File: src/hw/rtl/msq_pkg.sv
// Shared types and constants for the motion state qualifier.
package msq_pkg;

  localparam int unsigned VelW     = 32;
  localparam int unsigned MagW     = VelW + 1;
  localparam int unsigned ThrW     = 22;
  localparam int unsigned RunW     = 8;
  localparam int unsigned RateW    = 16;
  localparam int unsigned WinW     = 16;
  localparam int unsigned TimeW    = 32;
  localparam int unsigned ScoreW   = 18;
  localparam int unsigned CfgIdxW  = 3;
  localparam int unsigned CfgDataW = 22;

  // 0.01 in Q15.16, truncated: motion limit for command samples
  localparam logic [MagW-1:0] CmdMotionLimit = MagW'(655);

  localparam logic [ThrW-1:0]  LinThrReset  = ThrW'(655);
  localparam logic [ThrW-1:0]  AngThrReset  = ThrW'(655);
  localparam logic [RunW-1:0]  ConfirmReset = RunW'(2);
  localparam logic [RateW-1:0] RateReset    = RateW'(65470);
  localparam logic [WinW-1:0]  WindowReset  = WinW'(130);

  typedef enum logic [CfgIdxW-1:0] {
    REG_LIN_THR  = 3'd0,
    REG_ANG_THR  = 3'd1,
    REG_CONFIRM  = 3'd2,
    REG_RATE     = 3'd3,
    REG_WINDOW   = 3'd4
  } cfg_idx_e;

  typedef enum logic {
    MODE_ODOM = 1'b0,
    MODE_CMD  = 1'b1
  } mode_e;

  typedef struct packed {
    logic                    mode;
    logic signed [VelW-1:0]  linear_velocity;
    logic signed [VelW-1:0]  angular_velocity;
    logic [TimeW-1:0]        time_ms;
    logic                    transform_ready;
    logic                    target_in_view;
    logic [ScoreW-1:0]       last_score;
  } in_item_t;

  typedef struct packed {
    logic              moving;
    logic              state_changed;
    logic              best_score_valid;
    logic [ScoreW-1:0] best_score;
  } out_item_t;

  typedef struct packed {
    logic [ThrW-1:0]  linear_threshold;
    logic [ThrW-1:0]  angular_threshold;
    logic [RunW-1:0]  confirm_count;
    logic [RateW-1:0] decline_rate;
    logic [WinW-1:0]  command_window_ms;
  } cfg_t;

  typedef struct packed {
    logic             moving;
    logic [RunW-1:0]  stop_run;
    logic [RunW-1:0]  move_run;
    logic             ready_seen;
    logic             cmd_moving;
    logic [TimeW-1:0] cmd_time;
  } state_t;

  typedef struct packed {
    logic      has_result;
    state_t    next_state;
    out_item_t result;
  } judge_t;

endpackage

File: src/hw/rtl/msq_judge.sv
// Single-pass judgment of one sample against the qualifier state.
module msq_judge (
  input  msq_pkg::cfg_t     cfg_i,
  input  msq_pkg::state_t   state_i,
  input  msq_pkg::in_item_t item_i,
  output msq_pkg::judge_t   judge_o
);

  logic [msq_pkg::MagW-1:0]           lin_ext, ang_ext, lin_mag, ang_mag;
  logic                               still;
  logic [msq_pkg::RunW-1:0]           stop_bump, move_bump;
  logic [msq_pkg::TimeW-1:0]          elapsed;
  logic                               early;
  logic [msq_pkg::ScoreW+msq_pkg::RateW-1:0] prod;

  assign lin_ext = {item_i.linear_velocity[msq_pkg::VelW-1], item_i.linear_velocity};
  assign ang_ext = {item_i.angular_velocity[msq_pkg::VelW-1], item_i.angular_velocity};
  assign lin_mag = lin_ext[msq_pkg::MagW-1] ? (~lin_ext + msq_pkg::MagW'(1)) : lin_ext;
  assign ang_mag = ang_ext[msq_pkg::MagW-1] ? (~ang_ext + msq_pkg::MagW'(1)) : ang_ext;

  assign still = (lin_mag < msq_pkg::MagW'(cfg_i.linear_threshold)) &&
                 (ang_mag < msq_pkg::MagW'(cfg_i.angular_threshold));

  // saturate run counters at full scale
  assign stop_bump = (&state_i.stop_run) ? state_i.stop_run
                                         : state_i.stop_run + msq_pkg::RunW'(1);
  assign move_bump = (&state_i.move_run) ? state_i.move_run
                                         : state_i.move_run + msq_pkg::RunW'(1);

  assign elapsed = item_i.time_ms - state_i.cmd_time;
  assign early   = state_i.cmd_moving &&
                   (elapsed < msq_pkg::TimeW'(cfg_i.command_window_ms));

  assign prod = (msq_pkg::ScoreW+msq_pkg::RateW)'(item_i.last_score) *
                (msq_pkg::ScoreW+msq_pkg::RateW)'(cfg_i.decline_rate);

  always_comb begin
    judge_o = '0;
    judge_o.next_state = state_i;
    if (item_i.mode == msq_pkg::MODE_CMD) begin
      judge_o.next_state.cmd_moving = (lin_mag > msq_pkg::CmdMotionLimit) ||
                                      (ang_mag > msq_pkg::CmdMotionLimit);
      judge_o.next_state.cmd_time   = item_i.time_ms;
    end else if (!state_i.ready_seen) begin
      // wait for the transform; this sample is not judged
      judge_o.next_state.ready_seen = item_i.transform_ready;
    end else begin
      judge_o.has_result = 1'b1;
      if (still) begin
        judge_o.next_state.move_run = '0;
        if (state_i.moving) begin
          judge_o.next_state.stop_run = stop_bump;
          if (stop_bump >= cfg_i.confirm_count) begin
            judge_o.next_state.moving = 1'b0;
            if (item_i.target_in_view) begin
              judge_o.result.best_score_valid = 1'b1;
              judge_o.result.best_score =
                prod[msq_pkg::RateW +: msq_pkg::ScoreW];
            end
          end
        end
      end else begin
        judge_o.next_state.stop_run = '0;
        if (!state_i.moving) begin
          judge_o.next_state.move_run = move_bump;
          if ((move_bump >= cfg_i.confirm_count) || early) begin
            judge_o.next_state.moving = 1'b1;
          end
        end
      end
      judge_o.result.moving        = judge_o.next_state.moving;
      judge_o.result.state_changed = judge_o.next_state.moving != state_i.moving;
    end
  end

endmodule

File: src/hw/rtl/motion_state_qualifier.sv
// Top level of the motion state qualifier: handshake, registers and state.
//
//  channel | direction | handshake                | payload
//  --------+-----------+--------------------------+--------------------------
//  in      | request   | in_valid_i / in_stall_o  | in_data_i  (in_item_t)
//  out     | result    | out_valid_o / out_stall_i| out_data_o (out_item_t)
//  cfg     | write     | cfg_we_i                 | cfg_idx_i, cfg_wdata_i
//
// One request per cycle while the result side does not stall: a request is
// accepted into the input register, judged there by the single-pass logic and
// written to the result register, from which its result is offered. Command
// requests and requests before the transform is ready give no result.
// Reset clears the motion state, run counters and command memory and loads
// the default configuration; there is no clearing pass.
// A stalled, full result register holds itself and the input register in the
// same cycle; the request side stalls once the input register holds a request
// as well, so one request can still be taken behind a stalled result.
module motion_state_qualifier (
  input  logic                          clk_i,
  input  logic                          rst_ni,
  input  logic                          in_valid_i,
  output logic                          in_stall_o,
  input  msq_pkg::in_item_t             in_data_i,
  output logic                          out_valid_o,
  input  logic                          out_stall_i,
  output msq_pkg::out_item_t            out_data_o,
  input  logic                          cfg_we_i,
  input  logic [msq_pkg::CfgIdxW-1:0]   cfg_idx_i,
  input  logic [msq_pkg::CfgDataW-1:0]  cfg_wdata_i
);

  msq_pkg::cfg_t      cfg_q;
  msq_pkg::state_t    st_q;
  logic               in_valid_q;
  msq_pkg::in_item_t  in_data_q;
  logic               out_valid_q;
  msq_pkg::out_item_t out_data_q;
  msq_pkg::judge_t    judge;
  logic               advance;

  // Move forward whenever the result register is free or being drained.
  assign advance    = !out_valid_q || !out_stall_i;
  assign in_stall_o = in_valid_q && !advance;

  // Configuration registers; writes to unknown indexes are dropped.
  always_ff @(posedge clk_i or negedge rst_ni) begin
    if (!rst_ni) begin
      cfg_q.linear_threshold  <= msq_pkg::LinThrReset;
      cfg_q.angular_threshold <= msq_pkg::AngThrReset;
      cfg_q.confirm_count     <= msq_pkg::ConfirmReset;
      cfg_q.decline_rate      <= msq_pkg::RateReset;
      cfg_q.command_window_ms <= msq_pkg::WindowReset;
    end else if (cfg_we_i) begin
      unique case (cfg_idx_i)
        msq_pkg::REG_LIN_THR: cfg_q.linear_threshold  <= cfg_wdata_i[msq_pkg::ThrW-1:0];
        msq_pkg::REG_ANG_THR: cfg_q.angular_threshold <= cfg_wdata_i[msq_pkg::ThrW-1:0];
        msq_pkg::REG_CONFIRM: cfg_q.confirm_count     <= cfg_wdata_i[msq_pkg::RunW-1:0];
        msq_pkg::REG_RATE:    cfg_q.decline_rate      <= cfg_wdata_i[msq_pkg::RateW-1:0];
        msq_pkg::REG_WINDOW:  cfg_q.command_window_ms <= cfg_wdata_i[msq_pkg::WinW-1:0];
        default: ;
      endcase
    end
  end

  // Input register: load a new request whenever it is not stalled.
  always_ff @(posedge clk_i or negedge rst_ni) begin
    if (!rst_ni) begin
      in_valid_q <= 1'b0;
    end else if (!in_stall_o) begin
      in_valid_q <= in_valid_i;
    end
  end

  always_ff @(posedge clk_i) begin
    if (in_valid_i && !in_stall_o) begin
      in_data_q <= in_data_i;
    end
  end

  msq_judge u_judge (
    .cfg_i   (cfg_q),
    .state_i (st_q),
    .item_i  (in_data_q),
    .judge_o (judge)
  );

  // Qualifier state advances once per request, as it leaves the input register.
  always_ff @(posedge clk_i or negedge rst_ni) begin
    if (!rst_ni) begin
      st_q <= '0;
    end else if (in_valid_q && advance) begin
      st_q <= judge.next_state;
    end
  end

  // Result register: hold while stalled, otherwise take the judged result.
  always_ff @(posedge clk_i or negedge rst_ni) begin
    if (!rst_ni) begin
      out_valid_q <= 1'b0;
    end else if (advance) begin
      out_valid_q <= in_valid_q && judge.has_result;
    end
  end

  always_ff @(posedge clk_i) begin
    if (advance && in_valid_q && judge.has_result) begin
      out_data_q <= judge.result;
    end
  end

  assign out_valid_o = out_valid_q;
  assign out_data_o  = out_data_q;

  // A best score is only given on a switch to stopped.
  a_score_on_stop: assert property (@(posedge clk_i) disable iff (!rst_ni)
    out_valid_o && out_data_o.best_score_valid |->
      !out_data_o.moving && out_data_o.state_changed)
    else $error("best score given without a switch to stopped");

  // An absent best score reads as zero.
  a_score_zero: assert property (@(posedge clk_i) disable iff (!rst_ni)
    out_valid_o && !out_data_o.best_score_valid |-> out_data_o.best_score == '0)
    else $error("best score nonzero while not valid");

  // Once the transform was seen, it stays seen.
  a_ready_sticky: assert property (@(posedge clk_i) disable iff (!rst_ni)
    !$fell(st_q.ready_seen))
    else $error("ready flag dropped");

  // Request side stalls only behind a stalled result.
  a_stall_cause: assert property (@(posedge clk_i) disable iff (!rst_ni)
    in_stall_o |-> out_valid_o && out_stall_i)
    else $error("request stalled without a stalled result");

  // A judged request always lands in the result register.
  a_result_lands: assert property (@(posedge clk_i) disable iff (!rst_ni)
    in_valid_q && advance && judge.has_result |=> out_valid_q)
    else $error("judged result lost");

endmodule

File: config.mk
export PLATFORM = sky130hd
export DESIGN_NAME = motion_state_qualifier
export DESIGN_NICKNAME = d
export VERILOG_FILES = /design/src/hw/rtl/msq_pkg.sv /design/src/hw/rtl/msq_judge.sv /design/src/hw/rtl/motion_state_qualifier.sv
export SDC_FILE = /design/constraint.sdc
export NUM_CORES = 1
export LEC_CHECK = 0
export ABC_CLOCK_PERIOD_IN_PS = 14900
export BUFFER_PORTS_ARGS = -buffer_cell sky130_fd_sc_hd__buf_2
export CAP_MARGIN = 20
export CELL_PAD_IN_SITES_DETAIL_PLACEMENT = 1
export CELL_PAD_IN_SITES_GLOBAL_PLACEMENT = 2
export CORE_ASPECT_RATIO = 1.4
export CORE_MARGIN = 2
export CORE_UTILIZATION = 44
export CTS_CLUSTER_SIZE = 20
export DETAILED_ROUTE_END_ITERATION = 7
export PLACE_DENSITY_LB_ADDON = 0.1
export SETUP_SLACK_MARGIN = 0.1
export SYNTH_ARGS = -nofsm -noshare
export SYNTH_HDL_FRONTEND = slang
export SYNTH_SLANG_ARGS = --single-unit
File: constraint.sdc
create_clock -name clk_i -period 14.9 [get_ports clk_i]
set_input_delay 1.49 -clock clk_i [delete_from_list [all_inputs] [get_ports clk_i]]
set_output_delay 1.49 -clock clk_i [all_outputs]
set_load 0.1 [all_outputs]
* Yosys cells after proc, flatten, opt, wreduce, memory -nomap -nowiden
Index checks and enable logic that the tools add are counted.
Cells by class: order comparisons 7, reductions and logical operators 30, multiply operators 1, bitwise gates (word level) 8, muxes and demuxes 16, $add $sub $neg 5, eq/ne operators 7
Operator list (count):
- $add A33 B1 Y33 const B | 2
- $gt A33 B10 Y1 const B | 2
- $lt A33 B22 Y1 | 2
- $mux W33 | 2
- $not A33 Y33 | 2
- $mux W17 | 3
- $mux W19 | 2
- $mul A18 B16 Y34 | 1
- $lt A32 B16 Y1 | 1
- $sub A32 B32 Y32 | 1
- $mux W8 | 3
- $mux W18 | 1
- $add A8 B1 Y8 const B | 2
- $ge A8 B8 Y1 | 2
- $reduce_and A8 Y1 | 2
- $reduce_and A2 Y1 | 7
- $mux W9 | 1
- $reduce_and A4 Y1 | 2
- $logic_and A1 B1 Y1 | 7
- $eq A3 B2 Y1 const B | 2
- $not A1 Y1 | 6
- $reduce_or A6 Y1 | 1
- $reduce_or A5 Y1 | 1
- $logic_not A1 Y1 | 4
- other kinds (10) | 15
Word-level totals: bits in registers 275, input bits 147, word-level logic and storage cells 98, output and inout bits 23

* Depth between registers and ports, before layout
word-level depth 12, mapped depth 25, mapped depth without buffers 24

* By module
Synthesis repeated with hierarchy kept, for this count alone.
Second synthesis, totals: cells, all modules 2457, area total of the unflattened synthesis 24980.2 um^2
Modules (own cells, without submodules):
- msq_judge | times used 1, seq. area each 0.0 um^2, area each 15573.7 um^2, cells each 2020
- motion_state_qualifier | times used 1, seq. area each 7608.5 um^2, area each 9406.5 um^2, cells each 437

* Worst setup path before layout
OpenSTA, ideal clock, no wires.
path kind register to register, start point reg cfg_q[24] (netlist name), end point reg out_data_q, in the netlist out_data_o[17] (data pin), data required time 14646 ps, period minus slack after synthesis 6696 ps, path buffers 2, setup slack 8204 ps, arrival time 6441 ps, cell stages (with the launch flop) 26, library setup time 254 ps, path through dfstp_2 clkbuf_1 clkbuf_1 nand2_1 fa_1 inv_1 fa_1 inv_1 fa_1 inv_1 fa_1 fa_1 inv_1 fa_1 inv_1 ha_1 nand3_1 nor3_1 nand3_1 and4_1 o31ai_1 a31oi_1 o21ai_0 a21oi_1 xnor2_1 nor2_1
On the way: cells in the longest elaborated chain, start to end 1
RTL lines:
- start, declared | line motion_state_qualifier.sv:32 | msq_pkg::cfg_t cfg_q;
- $mul A18 B16 Y34 | line msq_judge.sv:34 | assign prod = (msq_pkg::ScoreW+msq_pkg::RateW)'(item_i.last_score) *
- end signal, assigned | line motion_state_qualifier.sv:107 | out_data_q <= judge.result;
- end, declared | line motion_state_qualifier.sv:37 | msq_pkg::out_item_t out_data_q;
Every way passes these cells. A chain may end at the register's enable or synchronous reset.

* Final worst setup path
start point reg cfg_q[25] (netlist name), end point reg out_data_q, in the netlist out_data_o[17] (data pin)
Same word-level chain as after synthesis.

==> flow_summary.yaml <==
yosys:
  ys_ff_latch: 275
  syn_area_um2: 23900
  synth.area.top_cells: "fa_1 19%, edfxtp_1 17%, dfrtp_1 11%, ha_1 11%, inv_1 5.9%"
  synth_compound_area_frac: 0.102
  muxShareOfSynthArea: 0.0285
  async_reset_ff_frac: 0.498
  synth_top_area_frac: 0.186
  syn_avg_cell_area_um2: 9.91
  synth_simple_gate_area_share: 0.151
  synthesis.nets: 2993
  ys_warn_count: 0
  synth_edf_count: 138
  synthAdderAreaFrac: 0.296
  yosys.area.top_type: "fa_1"
  synth_top_family_by_area: "adder cells"
  yosys.area_share.xor_xnor: 0.0315
  yosysUniqueCellTypes: 75
  synthCells: 2413
  ys_seq_area_frac: 0.318
  ys.flop_type: "edfxtp_1"
worst_setup_path:
  regToRegStartpoint: "cfg_q[25]"
  critPathArrivalTime_ns: 7.57
  critPathSlowestCell: "dfstp_2"
  cp_slowest_stage_delay_ns: 0.76
  critPathMaxFanout: 19
  required_ns: 15.22
  r2r-end: "out_data_o[17]"
  path_cells: "nand2_1, fa_1, inv_1, fa_1, inv_1, fa_1, inv_1, fa_1, fa_1, inv_1, fa_1, inv_1, ha_1, nand3_1, nor3_1, nand3_1, and4_1, o31ai_1, a31oi_1, o21ai_0, a21oi_1, xnor2_1, nor2_1"
  path_delay_family: "adder cells"
  critical_path_buf_inv_count: 5
  critical_path_depth: 23
  cp-endpoint: "out_data_o[17]"
  rrSetupSlack_ns: 7.66
  crit_path_end_kind: "register"
  critPathKind: "register to register"
  rr_worst_depth: 23
  cpMostUsedCell: "fa_1"
  startpoint_type: "register"
  startpoint: "cfg_q[25]"
route:
  routedWlPerCell_um: 19.4
  ant_nets: 0
  vias: 17600
  drtIter0Drc: 638
  totalWireLength_mm: 63.8
  avgViaCountPerCell: 5.35
  first_pass_iters: 5
  drc: 0
timing:
  finalHoldViolations: 0
  grt_setup_unrepaired: "false"
  finalSetupTns_ns: 0
  slew_headroom: 0.345
  clock_skew_ns: 0.0155
  finalCritPeriodShare: 0.486
  finalCriticalPeriod_ns: 7.24
  setup_viol: 0
  clock.fmax_mhz: 138
  tightest_slew_ns: 0.982
  drv_slew: 0
place:
  numPortBuffers: 169
  gp_congestion: 0.848
  dpl.hpwl_mm: 52.0
clock_tree:
  root_buffer: "clkbuf_16"
  hold_buffers: 0
  clk_path_buf_depth: 3
  post_cts_resized: 0
  htree_levels: 1
  path_clk_slew_ns: 0.06
  insertion_delay_ns: 0.60
  cts_buffers: 31
  cts_sinks: 275
  cts_tree: "done"
  postCtsSetupRepairBufs: 0
die:
  ios: 170
  die_x_um: 201
  coreArea_um2: 54000
  initial_core_util: 0.443
  rows: 101
  dieArea_um2: 56300
  die_h_um: 280
global_routing:
  grt_pass1_wl_mm: 103
  grt-ovfl-total: 0
  grt_pass1_vias: 19700
  grt_usage: 0.231
  antenna_found_initial: 1
  grt_max_degree: 79
finish:
  regArea_um2: 7610
  multiInputGateArea_um2: 14600
  nNetsFinal: 3124
  fillers: 6136
  syn_to_final_growth_pct: 11.1
  drive_above_1_share: 0.134
  n_antenna_cell: 0
worst_hold_path:
  hold_path_class: "register to register"
run_status:
  status: "finished clean"
run:
  maxCapViolCount: 0
[worst register-to-register path, cell delays in order (launching register included)]
cell and delay, ns:
dfstp_2 0.76, nand2_1 0.14, fa_1 0.55, inv_1 0.05, fa_1 0.49, inv_1 0.05, fa_1 0.49, inv_1 0.07
fa_1 0.51, fa_1 0.55, inv_1 0.05, fa_1 0.52, inv_1 0.05, ha_1 0.33, nand3_1 0.11, nor3_1 0.18
nand3_1 0.11, and4_1 0.29, o31ai_1 0.75, a31oi_1 0.26, o21ai_0 0.31, a21oi_1 0.13, xnor2_1 0.15, nor2_1 0.06
[registers in the layout, indices dropped and copies added (netlist names)]
register     count
in_data_q      117
cfg_q           84
st_q            51
out_data_o      21
in_valid_q       1
out_valid_o      1
[cell usage in the layout, fill, tap and decap left out, drive strengths merged, types with 85 or more instances in the layout]
cell type,netlist,final
and2,131,131
buf,4,182
a21oi,85,85
dfrtp,108,108
inv,376,380
nand2,294,294
o21ai,125,125
ha,211,211
edfxtp,138,138
fa,222,222
[logic make-up (layout without fill, tap and decap cells)]
logic type / after synthesis / in the layout
multiplexers: 61 / 61
flip-flops: 275 / 275
AND/OR/NAND/NOR: 711 / 711
AO/OA/AOI/OAI: 387 / 387
buffers and inverters: 460 / 616
adder cells (fa/ha/maj): 433 / 433
XOR/XNOR: 86 / 86
[worst min-delay path by stage]
stage / to / start / cells past startpoint
2_1_floorplan: st_q[33] / st_q[33] / 1
3_3_place_gp: st_q[33] / st_q[33] / 1
3_5_place_dp: st_q[33] / st_q[33] / 1
4_1_cts: st_q[33] / st_q[33] / 1
5_1_grt: st_q[33] / st_q[33] / 1
6_report: st_q[33] / st_q[33] / 1
[synthesized netlist by cell type (18+ instances only)]
cell type / instances
o21ai_0: 123
xnor2_1: 60
clkbuf_1: 80
dfrtp_1: 108
inv_1: 375
nor3_1: 21
a21oi_1: 85
and2_1: 131
dfstp_2: 29
a31oi_1: 21
ha_1: 211
nand3_1: 38
or3_1: 18
fa_1: 222
nand4_1: 22
edfxtp_1: 138
a21o_1: 45
nor2_1: 71
xor2_1: 26
mux2_2: 52
nor4_1: 20
nand2_1: 294
[through the flow]
step	setup slack, ns	hold WS (ns)	utilization	instances	instance area [um^2]
floorplan	8.20	0.429	-	2413	23900
global placement	7.63	0.443	0.472	3230	25500
detailed placement	7.60	0.453	0.472	3230	25500
CTS	7.56	0.467	0.492	3288	26500
global route	7.03	0.498	0.493	3290	26600
finish	7.66	0.467	0.493	3290	26600
[layer usage]
layer,vias up,wire [um],GRT usage
li1,8289,-,-
met1,8988,25300,0.259
met2,217,35500,0.461
met3,90,1500,0.0207
met4,2,1490,0.0577
met5,-,7,0
[layout make-up]
cell class                 instances  share of cell area
clock inverter                    20              0.0104
inverter                         376              0.0531
sequential                       275               0.286
tap                              721              0.0339
clock buffer                      38              0.0305
multi-input combinational       1678               0.549
timing repair buffer             182              0.0368
Power is left out: the tool's default activity adds up to more than one toggle a clock period on the data nets, which glitch-free logic cannot reach.
